### config.mk
export PLATFORM = sky130hd
export DESIGN_NAME = insertion_sorter
export DESIGN_NICKNAME = d
export VERILOG_FILES = /design/src/rtl/core/isort_pkg.sv /design/src/rtl/core/isort_cell.sv /design/src/rtl/core/insertion_sorter.sv
export VERILOG_INCLUDE_DIRS = /design/src /design/src/rtl/core
export SDC_FILE = /design/constraint.sdc
export NUM_CORES = 2
export LEC_CHECK = 0
export BUFFER_PORTS_ARGS = -buffer_cell sky130_fd_sc_hd__buf_4
export CORE_MARGIN = 3
export CORE_UTILIZATION = 45
export CTS_CLUSTER_DIAMETER = 30
export DETAILED_ROUTE_END_ITERATION = 10
export PLACE_DENSITY = 0.69
export SYNTH_ARGS = -nofsm -noshare
export SYNTH_HDL_FRONTEND = slang
export SYNTH_HIERARCHICAL = 1
export SYNTH_SLANG_ARGS = --single-unit
### constraint.sdc
create_clock -name clk -period 8.9 [get_ports clk]
set_clock_uncertainty 0.05 [all_clocks]
set_input_delay 0.445 -clock clk [delete_from_list [all_inputs] [get_ports clk]]
set_output_delay 0.445 -clock clk [all_outputs]
set_load 0.05 [all_outputs]
### src/rtl/core/insertion_sorter_assert.svh
// ----------------------------------------------------------------------------
// Insertion sorter assertion macros
// Shared property wrappers for the sorter checks, clocked on clk, reset rst.
// ----------------------------------------------------------------------------
`ifndef INSERTION_SORTER_ASSERT_SVH
`define INSERTION_SORTER_ASSERT_SVH

// Consequent must hold in the same cycle as the antecedent.
`define ISORT_ASSERT_NOW(label, ante, cons) \
  label: assert property (@(posedge clk) disable iff (rst) (ante) |-> (cons)) \
    else $error("insertion sorter check failed");

// Consequent must hold in the cycle after the antecedent.
`define ISORT_ASSERT_NEXT(label, ante, cons) \
  label: assert property (@(posedge clk) disable iff (rst) (ante) |=> (cons)) \
    else $error("insertion sorter check failed");

`endif

### src/rtl/core/isort_pkg.sv
// ----------------------------------------------------------------------------
// Insertion sorter package
// Sizes, transfer payloads and the link and control structs of the cell row.
// ----------------------------------------------------------------------------
package isort_pkg;

  localparam int DEPTH     = 64;
  localparam int KEY_WIDTH = 16;

  typedef struct packed {
    logic signed [KEY_WIDTH-1:0] key;
    logic                        batch_end;
  } load_item_t;

  typedef struct packed {
    logic signed [KEY_WIDTH-1:0] sorted_key;
    logic                        last_result;
    logic                        overflowed;
  } emit_item_t;

  // State one cell shows to its neighbors.
  typedef struct packed {
    logic                        valid;
    logic                        gt;
    logic signed [KEY_WIDTH-1:0] key;
  } link_t;

  // Broadcast from the controller to every cell.
  typedef struct packed {
    logic                        insert;
    logic                        shift;
    logic signed [KEY_WIDTH-1:0] key;
  } ctrl_t;

  typedef enum logic [1:0] {
    ST_LOAD  = 2'b01,
    ST_DRAIN = 2'b10
  } state_t;

endpackage

### src/rtl/core/isort_cell.sv
// ----------------------------------------------------------------------------
// Insertion sorter cell
// One slot of the sorted row: compares the broadcast key against its own,
// takes the new key or its left neighbor's key on insert, and takes its
// right neighbor's key on a drain shift.
// ----------------------------------------------------------------------------
module isort_cell
  import isort_pkg::*;
(
  input  logic  clk,
  input  logic  rst,
  input  ctrl_t ctrl,
  input  link_t left,
  input  link_t right,
  output link_t link
);

  logic                        valid;
  logic signed [KEY_WIDTH-1:0] key;
  logic                        valid_next;
  logic signed [KEY_WIDTH-1:0] key_next;
  logic                        gt;

  // Strict compare keeps equal keys in arrival order.
  assign gt = valid && (key > ctrl.key);

  always_comb begin
    valid_next = valid;
    key_next   = key;
    priority if (ctrl.shift) begin
      valid_next = right.valid;
      key_next   = right.key;
    end else if (ctrl.insert) begin
      priority if (left.gt) begin
        valid_next = 1'b1;
        key_next   = left.key;
      end else if (gt || (!valid && left.valid)) begin
        valid_next = 1'b1;
        key_next   = ctrl.key;
      end else begin
        valid_next = valid;
        key_next   = key;
      end
    end else begin
      // Hold the slot.
      valid_next = valid;
      key_next   = key;
    end
  end

  always_ff @(posedge clk) begin
    if (rst) begin
      valid <= 1'b0;
    end else begin
      valid <= valid_next;
    end
    key <= key_next;
  end

  assign link = '{valid: valid, gt: gt, key: key};

endmodule

### src/rtl/core/insertion_sorter.sv
// Latency: a key is stored at the edge of its transfer; the first result of a
// batch is offered in the cycle after the batch_end transfer.
// Throughput: one key per cycle while loading (one compare in every cell);
// a batch then drains at one result per cycle while emit_stall is low,
// and the load side is stalled for the whole drain.
// Reset: all cells empty, drop flag clear, block ready to load.
// ----------------------------------------------------------------------------
// Insertion sorter
// Stable ascending sort of key batches in a row of compare-and-shift cells.
// ----------------------------------------------------------------------------
`include "insertion_sorter_assert.svh"

module insertion_sorter
  import isort_pkg::*;
(
  input  logic       clk,
  input  logic       rst,
  input  logic       load_valid,
  output logic       load_stall,
  input  load_item_t load_item,
  output logic       emit_valid,
  input  logic       emit_stall,
  output emit_item_t emit_item
);

  state_t state;
  state_t state_next;
  logic   drop;
  logic   drop_next;
  ctrl_t  ctrl;
  link_t  links [DEPTH];
  link_t  head_link;
  link_t  tail_link;
  logic   load_xfer;
  logic   emit_xfer;
  logic   full;
  logic   last;

  assign head_link = '{valid: 1'b1, gt: 1'b0, key: '0};
  assign tail_link = '{valid: 1'b0, gt: 1'b0, key: '0};

  for (genvar i = 0; i < DEPTH; i++) begin : g_cell
    isort_cell u_cell (
      .clk   (clk),
      .rst   (rst),
      .ctrl  (ctrl),
      .left  ((i == 0) ? head_link : links[(i == 0) ? 0 : i - 1]),
      .right ((i == DEPTH - 1) ? tail_link : links[(i == DEPTH - 1) ? i : i + 1]),
      .link  (links[i])
    );
  end

  assign full       = links[DEPTH-1].valid;
  assign last       = !links[1].valid;
  assign load_stall = (state == ST_DRAIN);
  assign load_xfer  = load_valid && !load_stall;
  assign emit_valid = (state == ST_DRAIN);
  assign emit_xfer  = emit_valid && !emit_stall;

  assign ctrl = '{insert: load_xfer && !full, shift: emit_xfer, key: load_item.key};

  assign emit_item = '{sorted_key: links[0].key, last_result: last, overflowed: drop};

  always_comb begin
    state_next = state;
    drop_next  = drop;
    unique case (state)
      ST_LOAD: begin
        if (load_xfer && full) begin
          drop_next = 1'b1;
        end
        if (load_xfer && load_item.batch_end) begin
          state_next = ST_DRAIN;
        end
      end
      ST_DRAIN: begin
        // Drop the batch flag once the final result is taken.
        if (emit_xfer && last) begin
          state_next = ST_LOAD;
          drop_next  = 1'b0;
        end
      end
      default: begin
        state_next = ST_LOAD;
        drop_next  = 1'b0;
      end
    endcase
  end

  always_ff @(posedge clk) begin
    if (rst) begin
      state <= ST_LOAD;
      drop  <= 1'b0;
    end else begin
      state <= state_next;
      drop  <= drop_next;
    end
  end

  `ISORT_ASSERT_NOW(a_drain_has_head, emit_valid, links[0].valid)
  `ISORT_ASSERT_NOW(a_row_sorted, links[0].valid && links[1].valid,
                    links[0].key <= links[1].key)
  `ISORT_ASSERT_NEXT(a_full_sets_drop, load_xfer && full, drop)
  `ISORT_ASSERT_NEXT(a_last_empties, emit_xfer && last,
                     (state == ST_LOAD) && !links[0].valid && !drop)

endmodule
==> run summary <==
crit path kind - in2reg
Max Freq - 237.7 MHz
Core ar. - 0.1858 mm2
Final Max Slew Viols - 0
via count - 68,850
Critical Path End - g_cell[51].u_cell/key[10]
drc violations - 0
CTS H-tree lvls - 5
placed cell area - 0.08736 mm2
starting density of the core - 45.38%
Mapped Cells - 8,993
GRT Util Overall - 23.79%
pwr dens - 188.6 mW/mm2
final clock period utilization by the worst path - 47.27%
CTS tree - done
RSZ-0062 raised after global routing - false
DIE WIDTH - 438.9 um
max-cap violations - 0
mean post-synth cell area - 9.376 um2
setup violators final - 0
Mapped Area - 0.08432 mm2
Final ANT Viol Nets - 0
RR Startpoint - g_cell[0].u_cell/key[15]
DR WL/cell - 19.96 um
GRT overflow - 0
post-route cell area - 0.09759 mm2
worst reg2reg path endpoint - g_cell[1].u_cell/key[9]
Tmin final - 4.207 ns
die area - 0.1926 mm2
PortBufs - 40
nature of the critical path endpoint - register
layout cells sized above 1 - 10.22%
Clock Sinks - 1,091
root buffer cell - clkbuf_16
Max-slew headroom - 14.62%
drt pass-1 iters - 6
CP startpoint - load_item[16]
first-pass GRT wire length - 374,400 um
largest net degree at the start of global routing - 277
Fin. Hold Viols - 0
leak pwr - 38.56 nW
Worst Path Required - 9.43 ns
Die Y - 438.9 um
measured slew at the worst slew-check pin - 1.276 ns
status - completed
Fin Setup TNS - 0 ns
Layout fillers - 16,160
drt total wl - 234,800 um
postcts setup bufs - 0
crit start category - input pin
critical path fanouts, max - 53
VDD IR max - 0.2036 mV
ant diodes - 0
Arrival @ worst endpoint - 4.74 ns
FF-to-FF path depth - 10
HPWL after detailed placement - 163,500 um
hold_sp - load_item[12]
antenna violations before repair - 1
GPL Wtd Cong - 0.8892
Top Ports - 41
row count - 158
hold crit path type - in2reg
maximum buffer depth of the clock tree - 4
TritonCTS buffer count - 308
worst-skew pair later-pin latency - 0.90 ns
vias in the first global route - 70,430
via-per-instance ratio - 5.852
Layout area overhead - 15.73%
Initial DRC Count - 5,547
Reg clk slew, reported paths - 0.04 ns
r2r setup slk - 4.78 ns
Yosys warning count - 6
Final #Nets - 10,100
## layout make-up
cell class | instances | area [um2] | share of cell area [%]
Timing Repair Buffer | 234 | 2008 | 2.058
Inverter | 1181 | 4433 | 4.543
Multi-Input combinational cell | 6241 | 45780 | 46.91
Tap cell | 2480 | 3103 | 3.180
Clock buffer | 363 | 8163 | 8.365
Clock inverter | 176 | 2008 | 2.058
Sequential cell | 1091 | 32090 | 32.88
## report_power, final
group          total (mW)  internal [mW]  switching, mW
sequential           5.88           5.78         0.0991
combinational        1.66          0.632           1.03
clock                10.9           7.63           3.22
total                18.4           14.0           4.35
## metrics by stage
stage / power (mW) / setup WS, ns / utilization (%) / instances / hold WS (ns)
after floorplan: 7.014 / 1.167 / - / 9027 / 0.4491
after global placement: 7.487 / 3.869 / 47.01 / 11220 / 0.4674
after detailed placement: 7.587 / 3.836 / 47.01 / 11220 / 0.5025
after CTS: 18.51 / 4.757 / 52.51 / 11770 / 0.02834
after global routing: 19.04 / 4.536 / 52.51 / 11770 / 0.05187
final: 18.40 / 4.693 / 52.51 / 11770 / 0.09196
## registers in the layout, summed over array words and instances (netlist names)
signal	flops
g_cell.u_cell/key	1024
state	2
g_cell.u_cell/valid	64
drop	1
## per-layer routing
layer	vias to the layer above	global-route usage (%)	routed length, um
met2	2404	39.09	109500
met5	-	0	0
met4	0	8.599	7305
li1	32380	-	-
met3	516	4.503	16850
met1	33550	31.16	101200
## how the worst min path moves through the flow
stage	to	slack, ns	cells after the start
floorplan	drop	0.45	2
global placement	drop	0.47	2
detailed placement	state[1]	0.50	2
CTS	g_cell[58].u_cell/key[11]	0.03	3
global route	g_cell[60].u_cell/key[11]	0.05	3
finish	g_cell[60].u_cell/key[11]	0.09	3
## placed cells by master, fill, tap and decap left out, types with 14 or more instances in the layout
cell / instances
a21o_1: 192
a21oi_1: 498
a2bb2oi_1: 52
a31oi_1: 129
a41oi_1: 14
and2b_2: 49
and4_4: 62
buf_12: 15
buf_4: 200
bufinv_16: 41
clkbuf_1: 38
clkbuf_16: 315
clkinv_1: 39
clkinv_2: 48
clkinv_4: 16
clkinvlp_4: 24
conb_1: 36
dfxtp_1: 67
edfxtp_1: 1024
ha_1: 1024
inv_1: 1181
mux2i_1: 1024
nand2_1: 1189
nand4_1: 206
nor2_1: 129
nor2b_1: 64
nor3_2: 63
o211ai_1: 64
o21a_1: 51
o21ai_0: 982
o21ai_1: 247
o41ai_2: 62
or3_1: 14
or4_1: 50
## repair_timing
item | CTS | global route
hold buffers | 6 | 0
setup endpoints to repair | 0 | 0
gates resized for setup | 0 | 0
endpoints found under the hold margin | 7 | 0
## worst max-delay path: stages
cell,delay (ns)
buf_6,0.41
buf_4,0.58
inv_1,0.10
ha_1,0.36
nand4_1,0.16
or4_1,0.57
a21o_1,0.19
and4_4,0.19
nor3_2,0.78
buf_4,0.32
a21o_1,0.10
a21oi_1,0.07
o41ai_2,0.10
buf_4,0.30
Note: power is estimated with default switching activity, not from simulation.
